`src/rtl/cpnp_pkg.sv`:
```
// ----------------------------------------------------------------------------
// cpnp_pkg
// shared types and codes for the collider pair narrow phase unit
// ----------------------------------------------------------------------------
package cpnp_pkg;

	localparam logic SLOT_FIRST   = 1'b0;
	localparam logic SHAPE_BOX    = 1'b0;
	localparam logic SHAPE_SPHERE = 1'b1;

	localparam logic [30:0] PEN_MAX = 31'h7fff_ffff;

	typedef enum logic [3:0] {
		ST_IDLE,
		ST_BOUNDS,
		ST_EVAL,
		ST_AXIS,
		ST_SQUARE,
		ST_SQRT,
		ST_CHECK,
		ST_DIV,
		ST_ROUND,
		ST_DONE
	} back_state_t;

	typedef struct packed {
		logic push;
		logic full;
	} job_wr_t;

	typedef struct packed {
		logic pop;
		logic empty;
	} job_rd_t;

endpackage

```
`src/rtl/cpnp_queue.sv`:
```
// ----------------------------------------------------------------------------
// cpnp_queue
// short job queue between the front and the back
// ----------------------------------------------------------------------------
module cpnp_queue #(
	parameter int WIDTH = 8,
	parameter int DEPTH = 2
) (
	input  logic                 clk,
	input  logic                 arst_n,
	input  cpnp_pkg::job_wr_t    wr,
	input  logic [WIDTH-1:0]     wr_data,
	output logic                 full,
	input  cpnp_pkg::job_rd_t    rd,
	output logic                 empty,
	output logic [WIDTH-1:0]     rd_data
);

	localparam int PW = (DEPTH > 1) ? $clog2(DEPTH) : 1;
	localparam int CNW = $clog2(DEPTH + 1);

	logic [WIDTH-1:0] mem_q [DEPTH];
	logic [PW-1:0]    wp_q;
	logic [PW-1:0]    rp_q;
	logic [CNW-1:0]   cnt_q;
	logic             do_wr;
	logic             do_rd;

	assign full    = cnt_q == CNW'(DEPTH);
	assign empty   = cnt_q == '0;
	assign do_wr   = wr.push && !full;
	assign do_rd   = rd.pop && !empty;
	assign rd_data = mem_q[rp_q];

	always_ff @(posedge clk or negedge arst_n) begin
		if (!arst_n) begin
			wp_q  <= '0;
			rp_q  <= '0;
			cnt_q <= '0;
		end else begin
			if (do_wr) begin
				wp_q <= (wp_q == PW'(DEPTH - 1)) ? '0 : wp_q + 1'b1;
			end
			if (do_rd) begin
				rp_q <= (rp_q == PW'(DEPTH - 1)) ? '0 : rp_q + 1'b1;
			end
			if (do_wr && !do_rd) begin
				cnt_q <= cnt_q + 1'b1;
			end else if (do_rd && !do_wr) begin
				cnt_q <= cnt_q - 1'b1;
			end
		end
	end

	always_ff @(posedge clk) begin
		if (do_wr) begin
			mem_q[wp_q] <= wr_data;
		end
	end

endmodule

```
`config.mk`:
```
export PLATFORM = sky130hd
export DESIGN_NAME = cpnp_queue
export DESIGN_NICKNAME = d
export VERILOG_FILES = /design/src/rtl/cpnp_pkg.sv /design/src/rtl/cpnp_queue.sv
export SDC_FILE = /design/constraint.sdc
export NUM_CORES = 1
export LEC_CHECK = 0
export BUFFER_PORTS_ARGS = -buffer_cell sky130_fd_sc_hd__clkbuf_2
export CORE_ASPECT_RATIO = 0.5
export CORE_MARGIN = 2
export CORE_UTILIZATION = 25
export DETAILED_ROUTE_END_ITERATION = 8
export GPL_TIMING_DRIVEN = 1
export PLACE_DENSITY = 0.54
export SLEW_MARGIN = 0
export SYNTH_ARGS = -nofsm -noshare
export SYNTH_HDL_FRONTEND = slang
export SYNTH_SLANG_ARGS = --single-unit
```
`constraint.sdc`:
```
create_clock -name clk -period 2.7 [get_ports clk]
set_input_delay 0.81 -clock clk [delete_from_list [all_inputs] [get_ports clk]]
set_output_delay 0.81 -clock clk [all_outputs]
set_load 0.005 [all_outputs]
```
==> flow_summary.json <==
{
  "max_freq_ghz": 0.468,
  "seq_area_frac_synth": 0.742,
  "syn_avg_cell_area_um2": 17.8,
  "status": "finished clean",
  "vias": 408,
  "end_kind": "output port",
  "nFillCells": 300,
  "whs_ns": 0.358,
  "num_rows": 14,
  "hold_viol_final": 0,
  "yosysMostFrequentCell": "edfxtp_1",
  "cts_max_path_buffers": 2,
  "yosys.area_share.simple": 0.0384,
  "synth_top_area_frac": 0.614,
  "postCtsSetupBuffers": 0,
  "finalWirelength_um": 1150,
  "yosys_warnings": 0,
  "synthFlopType": "edfxtp_1",
  "dieArea_um2": 3620,
  "ant_nets": 0,
  "worst_hold_path_type": "in2async",
  "worstPathArrival_ns": 1.32,
  "synth_fa_ha_area_frac": 0.0160,
  "synth_edf_count": 16,
  "setup_viol": 0,
  "crit_type": "reg2out",
  "syn_nets": 59,
  "crit_path_max_fanout": 9,
  "tightest_slew_ns": 0.648,
  "maxSlewViolCount": 0,
  "dp_hpwl_um": 879,
  "critPathLaunchType": "flip-flop",
  "antenna_found_initial": 0,
  "synth_area_leader_cell": "edfxtp_1",
  "hold_buffers": 0,
  "layout.nets": 84,
  "fin_crit_sh": 0.791,
  "ctsResizeCount": 0,
  "die_y_um": 43.5,
  "gp_congestion": 0.740,
  "p_leak_nw": 0.406,
  "avgRoutedWirePerCell_um": 10.6,
  "synth_compound_area_frac": 0.00640,
  "synth_area_leaders": "edfxtp_1 61%, dfrtp_1 13%, mux2_1 8.6%",
  "async_flop_share": 0.200,
  "ir_drop_mv": 0.297,
  "synth_area_um2": 782,
  "cts_tree": "built",
  "grt_usage": 0.0679,
  "synth-seq-cells": 20,
  "skew_ns": 0.00160,
  "diodes": 0,
  "max-cap-violations": 0,
  "powerDensity_nw_per_um2": 1010,
  "grt_max_degree": 12,
  "ys_top_cells_by_count": "16 x edfxtp_1, 6 x mux2_1, 4 x dfrtp_1, 3 x nor2_1",
  "grt_pass1_wl_um": 1930,
  "synth_xor_area_frac": 0.0656,
  "relSlewSlack": 0.567,
  "first_pass_iters": 3,
  "grt_setup_unrepaired": "false",
  "placement.io_buffers": 21,
  "cp_data_required_time_ns": 1.89,
  "ios": 24,
  "drcViolationCount": 0,
  "cts-root-buf": "clkbuf_8",
  "drtIter0Drc": 3,
  "core_area_um2": 3000,
  "muxShareOfSynthArea": 0.115,
  "yosys.cell_types.count": 15,
  "numCtsBuffers": 3,
  "vias_per_cell": 3.78,
  "clock_sinks": 20,
  "syn_inst": 44,
  "drive_above_1_share": 0.426,
  "grt.overflow.total": 0,
  "setup-tns-final_ns": 0,
  "clk_pin_slew_ns": 0.07,
  "fin_crit_ns": 2.13,
  "syn2layout_area_growth_pct": 26.2,
  "synth_top_family_by_area": "multiplexers",
  "finalPower_mw": 1.00,
  "cts_max_level": 1,
  "grt_pass1_vias": 456,
  "start_util": 0.261,
  "die_width_um": 83.1,
  "clkLatencyLatePin_ns": 0.24
}
## flip-flops by register name (all words and copies together) (netlist names)
name,count
wp_q,1
rp_q,1
cnt_q,2
mem_q,16
## through the flow
stage	cell area (um2)	util	setup slack, ns	cells
2_1_floorplan	782	-	1.05	44
3_3_place_gp	932	0.311	0.835	104
3_5_place_dp	932	0.311	0.805	104
4_1_cts	987	0.330	0.544	108
5_1_grt	987	0.330	0.488	108
6_report	987	0.330	0.565	108
## metal layers
metal	routed length, um	share of wire	global-route usage	vias up
li1	-	-	-	205
met1	434	0.38	0.0652	199
met4	22	0.019	0.0393	0
met3	6	0.0052	0.00571	2
met2	685	0.60	0.147	2
met5	0	0	0	-
## cell families (layout without fill, tap and decap cells)
kind of cell,after synthesis,in the layout
compound gates,1,1
xor+xnor,5,5
fa+ha+maj,1,1
buf+inv,3,27
flops,20,20
mux,8,8
simple gates,6,6
## critical path, stage by stage (launching register included)
cell and delay (ns):
dfrtp_1 0.58, mux2_2 0.38, clkbuf_2 0.11
## area by class of cell
type	instances	area [um2]	area share
clock buffer	4	55.1	0.0558
inverter	2	7.51	0.00760
multi-input combinational	21	189	0.191
sequential	20	581	0.588
tap	40	50.0	0.0507
timing repair buffer	21	105	0.106
## path summary, 6_finish.rpt
check	depth (start not counted)	slack [ns]	from	to
setup / recovery	2	0.57	rp_q$_DFFE_PN0P_	rd_data[7]
hold / removal	1	0.36	arst_n	cnt_q[1]$_DFFE_PN0P_
setup reg to reg	3	1.13	cnt_q[0]$_DFFE_PN0P_	mem_q[0][1]$_DFFE_PP_
hold reg to reg	1	0.53	wp_q$_DFFE_PN0N_	wp_q$_DFFE_PN0N_
max in group asynchronous	1	2.22	arst_n	rp_q$_DFFE_PN0P_
min in group clk	1	0.53	wp_q$_DFFE_PN0N_	wp_q$_DFFE_PN0N_
## power by group
part           leakage (nW)  total (mW)  internal (mW)  switching, mW
clock network        0.0288       0.217          0.129         0.0877
registers             0.195       0.500          0.432         0.0682
logic                 0.182       0.284          0.156          0.128
total                 0.406        1.00          0.717          0.284
## cells in the final DEF (no fill, tap or decap)
cell type and count:
inv_1 2, edfxtp_1 16, ha_1 1, dfrtp_1 4
xnor2_2 1, clkbuf_2 21, nand2_2 1, and3_1 1
clkbuf_8 4, xnor2_1 2, nand2b_1 1, mux2_2 2
mux2_1 6, o21ai_1 1, xor2_1 2, nor2_1 3
(Power assumes the default switching activity.)
