### src/rtl/cpnp_pkg.sv
// ----------------------------------------------------------------------------
// cpnp_pkg
// shared types and codes for the collider pair narrow phase unit
// ----------------------------------------------------------------------------
package cpnp_pkg;

	localparam logic SLOT_FIRST   = 1'b0;
	localparam logic SHAPE_BOX    = 1'b0;
	localparam logic SHAPE_SPHERE = 1'b1;

	localparam logic [30:0] PEN_MAX = 31'h7fff_ffff;

	typedef enum logic [3:0] {
		ST_IDLE,
		ST_BOUNDS,
		ST_EVAL,
		ST_AXIS,
		ST_SQUARE,
		ST_SQRT,
		ST_CHECK,
		ST_DIV,
		ST_ROUND,
		ST_DONE
	} back_state_t;

	typedef struct packed {
		logic push;
		logic full;
	} job_wr_t;

	typedef struct packed {
		logic pop;
		logic empty;
	} job_rd_t;

endpackage

### src/rtl/cpnp_front.sv
// ----------------------------------------------------------------------------
// cpnp_front
// takes requests, holds the first body and builds one job per pair
// ----------------------------------------------------------------------------
module cpnp_front #(
	parameter int CW = 32,
	parameter int JW = 13 * 32 + 5
) (
	input  logic                   clk,
	input  logic                   arst_n,
	input  logic                   push,
	output logic                   full,
	input  logic                   slot,
	input  logic                   shape,
	input  logic [31:0]            pos_x,
	input  logic [31:0]            pos_y,
	input  logic [31:0]            pos_z,
	input  logic [31:0]            off_x,
	input  logic [31:0]            off_y,
	input  logic [31:0]            off_z,
	input  logic [30:0]            half_x,
	input  logic [30:0]            half_y,
	input  logic [30:0]            half_z,
	input  logic                   job_full,
	output cpnp_pkg::job_wr_t      job_wr,
	output logic [JW-1:0]          job_data
);

	logic [2:0][CW+31:0] pos_w;
	logic [2:0][CW+31:0] off_w;
	logic [2:0][CW+30:0] half_w;
	logic [2:0][CW-1:0]  in_pos;
	logic [2:0][CW:0]    in_cen;
	logic [2:0][CW-2:0]  in_half;
	logic                accept;

	logic                held_valid_q;
	logic                held_shape_q;
	logic [2:0][CW-1:0]  held_pos_q;
	logic [2:0][CW:0]    held_cen_q;
	logic [2:0][CW-2:0]  held_half_q;

	logic                held_sph;
	logic                in_sph;
	logic                kind;
	logic                swap;
	logic                ss;
	logic [2:0]          posless;
	logic [2:0][CW:0]    ca;
	logic [2:0][CW:0]    cb;
	logic [2:0][CW-2:0]  ha;
	logic [2:0][CW-2:0]  hb;
	logic [CW-1:0]       rad;

	assign pos_w  = {{{CW{1'b0}}, pos_z}, {{CW{1'b0}}, pos_y}, {{CW{1'b0}}, pos_x}};
	assign off_w  = {{{CW{1'b0}}, off_z}, {{CW{1'b0}}, off_y}, {{CW{1'b0}}, off_x}};
	assign half_w = {{{CW{1'b0}}, half_z}, {{CW{1'b0}}, half_y}, {{CW{1'b0}}, half_x}};

	always_comb begin
		for (int i = 0; i < 3; i++) begin
			in_pos[i]  = pos_w[i][CW-1:0];
			in_half[i] = half_w[i][CW-2:0];
			in_cen[i]  = (CW+1)'($signed(pos_w[i][CW-1:0]))
				+ (CW+1)'($signed(off_w[i][CW-1:0]));
		end
	end

	assign full   = job_full;
	assign accept = push && !job_full;

	always_ff @(posedge clk or negedge arst_n) begin
		if (!arst_n) begin
			held_valid_q <= 1'b0;
		end else if (accept && slot == cpnp_pkg::SLOT_FIRST) begin
			held_valid_q <= 1'b1;
		end
	end

	always_ff @(posedge clk) begin
		if (accept && slot == cpnp_pkg::SLOT_FIRST) begin
			held_shape_q <= shape;
			held_pos_q   <= in_pos;
			held_cen_q   <= in_cen;
			held_half_q  <= in_half;
		end
	end

	// a box held against a sphere is tested sphere first and negated
	always_comb begin
		held_sph = held_shape_q == cpnp_pkg::SHAPE_SPHERE;
		in_sph   = shape == cpnp_pkg::SHAPE_SPHERE;
		kind     = !held_sph && !in_sph;
		swap     = !held_sph && in_sph;
		ss       = held_sph && in_sph;
		for (int i = 0; i < 3; i++) begin
			posless[i] = $signed(held_pos_q[i]) < $signed(in_pos[i]);
			ca[i] = swap ? in_cen[i] : held_cen_q[i];
			cb[i] = swap ? held_cen_q[i] : in_cen[i];
			ha[i] = swap ? in_half[i] : held_half_q[i];
			hb[i] = ss ? '0 : (swap ? held_half_q[i] : in_half[i]);
		end
		rad = CW'(ha[0]) + (ss ? CW'(in_half[0]) : '0);
	end

	assign job_wr.push = accept && slot != cpnp_pkg::SLOT_FIRST && held_valid_q;
	assign job_wr.full = job_full;
	assign job_data    = {kind, swap, posless, ca, cb, ha, hb, rad};

endmodule

### config.mk
export PLATFORM = sky130hd
export DESIGN_NAME = cpnp_front
export DESIGN_NICKNAME = d
export VERILOG_FILES = /design/src/rtl/cpnp_pkg.sv /design/src/rtl/cpnp_front.sv
export SDC_FILE = /design/constraint.sdc
export NUM_CORES = 1
export LEC_CHECK = 0
export CAP_MARGIN = 40
export CORE_AREA = 2 2 282 284
export DETAILED_ROUTE_END_ITERATION = 10
export DIE_AREA = 0 0 284 286
export DONT_BUFFER_PORTS = 1
export REMOVE_ABC_BUFFERS = 1
export SETUP_SLACK_MARGIN = 0.3
export SLEW_MARGIN = 25
export SYNTH_ARGS = -nofsm -noshare
export SYNTH_HDL_FRONTEND = slang
export SYNTH_SLANG_ARGS = --single-unit
### constraint.sdc
create_clock -name clk -period 6.7 [get_ports clk]
set_clock_uncertainty 0.05 [all_clocks]
set_input_delay 1.005 -clock clk [delete_from_list [all_inputs] [get_ports clk]]
set_output_delay 1.005 -clock clk [all_outputs]
set_load 0.02 [all_outputs]
==> results of run 1 <==
==> metal layers <==
metal / share of wire [%] / vias up
met3: 7.9 / 114
li1: - / 9267
met1: 41 / 8798
met2: 48 / 687
met5: 0 / -
met4: 3.1 / 0
==> metrics by stage <==
| stage | worst slack [ps] | setup TNS, ps |
|---|---|---|
| 6_report | 945 | 0 |
| 5_1_grt | 577 | 0 |
| 4_1_cts | 1070 | 0 |
| 3_5_place_dp | 1120 | 0 |
| 3_3_place_gp | 1120 | 0 |
| 2_1_floorplan | -17180 | -7340280 |
==> power groups by stage <==
stage                     clock network (µW)  registers, µW  logic (µW)
after detailed placement                   0           2220        1760
final                                   2110           2180        1770
after global routing                    2230           2190        1930
after global placement                     0           2210        1740
after CTS                               2180           2180        1770
after floorplan                            0           2250        1380
==> worst paths after layout <==
kind / end / start / depth (start not counted) / slack, ps
min in group clk: held_valid_q$_DFFE_PN0P_ / held_valid_q$_DFFE_PN0P_ / 1 / 420
setup / recovery: job_data[24] / shape / 12 / 940
max in group asynchronous: held_valid_q$_DFFE_PN0P_ / arst_n / 0 / 6440
hold reg to reg: held_valid_q$_DFFE_PN0P_ / held_valid_q$_DFFE_PN0P_ / 1 / 420
hold / removal: held_valid_q$_DFFE_PN0P_ / arst_n / 0 / 100
setup reg to reg: held_valid_q$_DFFE_PN0P_ / held_valid_q$_DFFE_PN0P_ / 1 / 5870
==> sequential cells by signal, indices dropped and copies added (netlist names) <==
name and cells:
held_half_q 93, held_shape_q 1, held_valid_q 1, held_pos_q 96, held_cen_q 99
==> layout make-up <==
class	count	area (µm²)	area share (%)
sequential	290	8700	34.4
multi-input combinational	1910	12400	49.1
inverter	289	1090	4.32
timing repair buffer	68	523	2.07
clock buffer	46	1000	3.96
tap	1050	1310	5.19
clock inverter	20	248	0.979
antenna	1	2.50	0.00989
==> cells in the final DEF (no fill, tap or decap), types with 5 or more instances in the layout <==
| cell | n |
|---|---|
| a211o_1 | 8 |
| a211oi_1 | 25 |
| a21o_1 | 90 |
| a21oi_1 | 135 |
| a31oi_1 | 18 |
| and2_1 | 6 |
| and3_1 | 54 |
| and4_1 | 8 |
| buf_2 | 25 |
| buf_4 | 33 |
| bufinv_16 | 6 |
| clkbuf_1 | 7 |
| clkbuf_16 | 39 |
| clkinv_1 | 9 |
| edfxtp_1 | 289 |
| ha_1 | 220 |
| inv_1 | 288 |
| mux2_2 | 30 |
| nand2_1 | 433 |
| nand2b_1 | 9 |
| nand3_1 | 32 |
| nand3b_1 | 27 |
| nand4_1 | 30 |
| nor2_1 | 96 |
| nor2b_1 | 13 |
| nor3_1 | 21 |
| o2111ai_1 | 6 |
| o211ai_1 | 20 |
| o21a_1 | 25 |
| o21ai_0 | 319 |
| o21ai_1 | 54 |
| o21bai_1 | 21 |
| o31ai_1 | 7 |
| or4_1 | 5 |
| xnor2_1 | 60 |
| xor2_1 | 47 |
==> kinds of logic after synthesis <==
logic type,Yosys count,share of synthesized area [%]
buffers and inverters,413,6.96
multiplexers,33,1.62
AND/OR/NAND/NOR,751,14.9
adder cells (fa/ha/maj),224,12.5
XOR/XNOR,107,4.13
AO/OA/AOI/OAI,795,21.5
flip-flops,290,38.4
==> critical path, stage by stage <==
cell and delay [ps]:
nand2b_4 530, o21ai_0 270, ha_1 310, fa_1 440, a21oi_1 250, o211ai_1 140
nand4_1 110, nand3_1 190, a221oi_2 490, o31a_1 230, o21ai_0 150, xor2_1 470
==> qor.csv, run 1 <==
metric;value;unit
final_util;32.3;%
n_fill_cell;8253;
clock_sinks;290;
drtAntennaViolNets;0;
syn_inst;2613;
use_met1;20.5;%
ios;715;
clock_latency;550;ps
worst_slew_pin_slew;1110;ps
async_flop_share;0.345;%
core-area;78400;µm²
status;finished clean;
drt_iter0_drc;1191;
yosysWarnings;0;
switching_share;35.1;%
drive_above_1_share;6.63;%
cp-end-kind;output pin;
grt-busiest-layer;met2;
p_int;3930;µW
first_pass_iters;6;
grt_max_degree;166;
die-area;81200;µm²
ys_types;85;
leakage;0.0110;µW
avgSynthCellArea;8.68;µm²
critPathMaxFanout;153;
max-clock-path-buffers;3;
ys_seq_area_share;38.4;%
finalWirelength;73.7;mm
grt_pass1_wl;110;mm
finalSetupViolCount;0;
antenna_found_initial;2;
die_h;286;µm
cts_root_buf;clkbuf_16;
gp_congestion;0.916;
final_cells;3674;
synth_ff_type;edfxtp_1;
io_buffers;0;
dp.final_hpwl;58.2;mm
pwr-share-clk;34.9;%
area_growth;11.5;%
peakVddDrop;0.183;mV
fin_crit;5760;ps
synth.area.top_cells;edfxtp_1, ha_1, nand2_1, o21ai_0, inv_1;
rows;103;
post_cts_buffers;0;
synth_top_area_share;38.3;%
start_util;29.0;%
p_switching;2130;µW
path_clk_slew;60;ps
grt.total_usage;17.3;%
fmax;0.174;GHz
synth_area_leader_cell;edfxtp_1;
cts_hold_buf;0;
ys_ff_latch;290;
p_seq_share;36.0;%
rsz0062_at_grt;no;
wl_per_cell;20.1;µm
placed_cell_area;24000;µm²
synth_common_cells;nand2_1, o21ai_0, edfxtp_1, inv_1, ha_1;
grt_overflow_total;0;
cap_violations;0;
p_total;6060;µW
via_count;18900;
h-tree-depth;2;
syn-cell-area;22700;µm²
fin_area;25300;µm²
gr-usage-met3;5.06;%
hp-class;primary input to asynchronous set/reset pin;
hold_viol;0;
drv_slew;0;
vias_per_cell;5.14;
cp.required;5640;ps
p_per_area;240;nW/µm²
start_kind;primary input;
cts_tree;done;
max_slew_margin;25.8;%
holdWs;99.1;ps
cts-buffers-inserted;38;
grt_pass1_vias;18000;
criticalPathCategory;primary input to output pin;
grt_use_met2;30.0;%
cts-resized-gates;0;
p_comb_share;29.1;%
place_inst;3606;
cp.arrival;4700;ps
drc;0;
synth_enable_flop_cells;289;
nets;3112;
die_x;284;µm
yosysMostFrequentCell;nand2_1;
period_share;85.9;%
Power figures use the tool's default switching activity.
==> run 2, diff against run 1 <==
- CORE_AREA: 2 2 282 284 -> not set
- CORE_ASPECT_RATIO: not set -> 0.7
- CORE_MARGIN: not set -> 1.5
- CORE_UTILIZATION: not set -> 31
- DIE_AREA: 0 0 284 286 -> not set
==> qor.csv, run 2 (synthesized netlist as in run 1, its figures left out) <==
metric;value;unit
post_cts_buffers;0;
ios;715;
setup_slack;872;ps
leakage;0.0109;µW
core-area;72000;µm²
drive_above_1_share;6.83;%
antenna_found_initial;3;
final_util;34.8;%
period_share;87.0;%
via_count;18900;
fin_area;25100;µm²
rows;82;
placed_cell_area;24000;µm²
fin_crit;5830;ps
nets;3127;
largest_register;held_cen_q;
path_clk_slew;50;ps
cts-buffers-inserted;35;
cts_tree;done;
h-tree-depth;2;
cp.arrival;4770;ps
cp.required;5640;ps
status;finished clean;
cts_root_buf;clkbuf_16;
largest_reg_flops;99;
finalWirelength;73.7;mm
peakVddDrop;0.179;mV
first_pass_iters;6;
start_util;31.5;%
rsz0062_at_grt;no;
grt_max_degree;154;
die-area;74800;µm²
grt_overflow_total;0;
cts_hold_buf;0;
reg.largest.list;held_cen_q: 99 flops, held_pos_q: 96 flops, held_half_q: 93 flops;
cap_violations;0;
holdWs;107;ps
hp-class;primary input to asynchronous set/reset pin;
hold_viol;0;
tns;0;ps
max-clock-path-buffers;3;
fmax;0.172;GHz
gp_congestion;0.941;
drt_iter0_drc;1291;
grt.total_usage;18.7;%
place_ws;962;ps
dp.final_hpwl;57.9;mm
clock_latency;540;ps
finalSetupViolCount;0;
start_kind;primary input;
final_common_cell;nand2_1;
die_h;229;µm
vias_per_cell;5.25;
die_x;326;µm
grt_pass1_vias;17000;
wl_per_cell;20.5;µm
cts-resized-gates;0;
p_per_area;233;nW/µm²
drtAntennaViolNets;0;
area_growth;10.5;%
clock_sinks;290;
drv_slew;0;
critPathMaxFanout;153;
criticalPathCategory;primary input to output pin;
diodes;0;
cp-end-kind;output pin;
worst_slew_pin_slew;1180;ps
io_buffers;0;
grt_pass1_wl;109;mm
max_slew_margin;21.1;%
drc;0;
final_cell_mix;nand2_1, o21ai_0, edfxtp_1;
==> run 2: stage by stage <==
step,instances,power [µW]
after global routing,3601,6160
after CTS,3593,5920
after detailed placement,3533,4000
after floorplan,2489,3630
final,3601,5850
after global placement,3488,3970
==> run 2: path summary, 6_finish.rpt <==
| kind | cells past startpoint | endpoint | start | slack, ps |
|---|---|---|---|---|
| min | 0 | held_valid_q$_DFFE_PN0P_ | arst_n | 110 |
| min reg2reg | 1 | held_valid_q$_DFFE_PN0P_ | held_valid_q$_DFFE_PN0P_ | 410 |
| min in group clk | 1 | held_valid_q$_DFFE_PN0P_ | held_valid_q$_DFFE_PN0P_ | 410 |
| max in group asynchronous | 0 | held_valid_q$_DFFE_PN0P_ | arst_n | 6430 |
| max | 12 | job_data[29] | shape | 870 |
| max reg2reg | 1 | held_valid_q$_DFFE_PN0P_ | held_valid_q$_DFFE_PN0P_ | 5880 |
==> run 2: critical path: stages <==
cell and delay, ps:
nand2b_4 260, buf_4 310, o21ai_0 720, ha_1 430, a21oi_1 190, o21ai_0 90, a22oi_1 220, nand2_1 160
a41o_1 330, a221o_1 410, a221oi_2 260, xnor2_1 280
==> run 2: per-layer routing <==
layer	vias up	global-route usage (%)	wire length [µm]
met5	-	0	40
met4	6	5.22	1870
met3	104	5.58	6160
met2	641	28.2	31800
met1	8878	26.0	33800
li1	9279	-	-
==> run 2: area by class of cell <==
type | count | area [µm²]
Clock buffer | 44 | 910
Clock inverter | 16 | 158
Fill cell | 7456 | 47000
Inverter | 289 | 1090
Multi-Input combinational cell | 1910 | 12400
Sequential cell | 290 | 8700
Tap cell | 966 | 1210
Timing Repair Buffer | 86 | 569
==> run 2: where the power goes <==
group / internal [µW] / switching [µW] / total [µW]
registers: 2140 / 40.0 / 2180
clock network: 1080 / 796 / 1870
logic: 513 / 1280 / 1800
total: 3730 / 2120 / 5850
==> run 3, diff against run 2 <==
- RECOVER_POWER: not set -> 100
==> qor.csv, run 3 (synthesized netlist as in run 1, its figures left out) <==
metric;value;unit
status;complete, but fails checks;
setup_slack;638;ps
worst_r2r_endpoint;held_valid_q$_DFFE_PN0P_;
critPathMaxFanout;153;
antenna_found_initial;4;
drive_above_1_share;2.88;%
gp_congestion;0.941;
drv_slew;412;
die_h;229;µm
cp.required;5640;ps
largest_reg_flops;99;
wl_per_cell;20.5;µm
dp.final_hpwl;57.9;mm
nets;3127;
post_cts_buffers;0;
grt_pass1_wl;109;mm
p_switching;2110;µW
drc;0;
cts_root_buf;clkbuf_16;
cts_hold_buf;0;
holdWs;108;ps
p_seq_share;37.7;%
first_pass_iters;5;
grt_pass1_vias;17000;
grt_max_degree;154;
switching_share;36.3;%
cap_violations;5;
max-clock-path-buffers;3;
worst_slew_pin_slew;4050;ps
p_total;5810;µW
grt_overflow_total;0;
cts-buffers-inserted;35;
area_growth;9.17;%
path_clk_slew;50;ps
drtAntennaViolNets;0;
final_common_cell;nand2_1;
ff2ff_setup_slack;5850;ps
die_x;326;µm
fmax;0.165;GHz
grt_use_met2;28.2;%
start_kind;primary input;
rows;82;
io_buffers;0;
rsz0062_at_grt;no;
finalWirelength;73.7;mm
finalSetupViolCount;0;
start_util;31.5;%
criticalPathCategory;primary input to output pin;
gr-usage-met3;5.58;%
h-tree-depth;2;
final_util;34.4;%
cts-resized-gates;0;
place_ws;962;ps
cp-end-kind;output pin;
hp-class;primary input to asynchronous set/reset pin;
hold_viol;0;
p_per_area;234;nW/µm²
core-area;72000;µm²
p_comb_share;30.1;%
n_fill_cell;7527;
clock_sinks;290;
period_share;90.5;%
clock_latency;540;ps
grt.total_usage;18.7;%
violations;capacitance limit, slew limit;
cp.arrival;5010;ps
fin_crit;6060;ps
ios;715;
p_int;3700;µW
grt-busiest-layer;met2;
largest_register;held_cen_q;
max_slew_margin;-170;%
peakVddDrop;0.180;mV
via_count;18900;
vias_per_cell;5.24;
cts_tree;done;
use_met1;26.0;%
final_cell_mix;nand2_1, o21ai_0, edfxtp_1;
r2r-start;held_valid_q$_DFFE_PN0P_;
die-area;74800;µm²
drt_iter0_drc;1306;
leakage;0.0107;µW
worst-r2r-cell-count;1;
pwr-share-clk;32.2;%
reg.largest.list;held_cen_q: 99 flops, held_pos_q: 96 flops, held_half_q: 93 flops;
## run 3: changes by cell type in the layout (fill, tap and decap cells not counted), moves of 5 or more
cell | before | now
buf_2 | 34 | 5
buf_4 | 33 | 4
clkbuf_1 | 11 | 69
clkbuf_2 | 0 | 5
mux2_1 | 0 | 28
mux2_2 | 30 | 2
o21ai_0 | 317 | 365
o21ai_1 | 56 | 10
## run 3: layout make-up
cell class                 count  area (µm²)  share of cell area [%]
inverter                     289        1090                    4.41
sequential                   290        8700                    35.1
multi-input combinational   1910       12300                    49.8
antenna                        1        2.50                  0.0101
timing repair buffer          86         367                    1.48
clock inverter                16         158                   0.637
tap                          966        1210                    4.88
clock buffer                  44         910                    3.67
## run 3: layer usage
metal	vias to the layer above	wire length [µm]
met2	605	31800
met1	8866	34000
li1	9279	-
met5	-	40
met3	104	6090
met4	6	1870
## run 3: worst max path at each step
stage                                start                        to  slack [ps]  depth (start not counted)
detailed placement                   shape              job_data[29]         960                         12
global placement                     shape              job_data[29]         890                         11
global route                         shape              job_data[27]         330                         13
finish                               shape             job_data[234]         640                          5
floorplan                             slot  held_valid_q$_DFFE_PN0P_      -17180                          2
CTS                 held_shape_q$_DFFE_PP_              job_data[29]         890                         12
## run 3: critical path: stages
cell and delay [ps]:
nand2b_4 370, clkbuf_1 1520, inv_8 570, clkbuf_2 580, o21ai_0 780
## run 3: stage by stage
stage               area, µm²  instances  TNS (ps)
global route            24800       3601         0
floorplan               22200       2489  -7340280
detailed placement      24000       3533         0
CTS                     25000       3593         0
global placement        23700       3488         0
finish                  24800       3602         0
## run 3: power by group through the flow
stage / Combinational (µW) / Sequential, µW / Clock, µW
after floorplan: 1380 / 2250 / 0
after global placement: 1760 / 2220 / 0
after detailed placement: 1780 / 2220 / 0
after CTS: 1790 / 2180 / 1950
after global routing: 1910 / 2200 / 2010
final: 1750 / 2190 / 1870
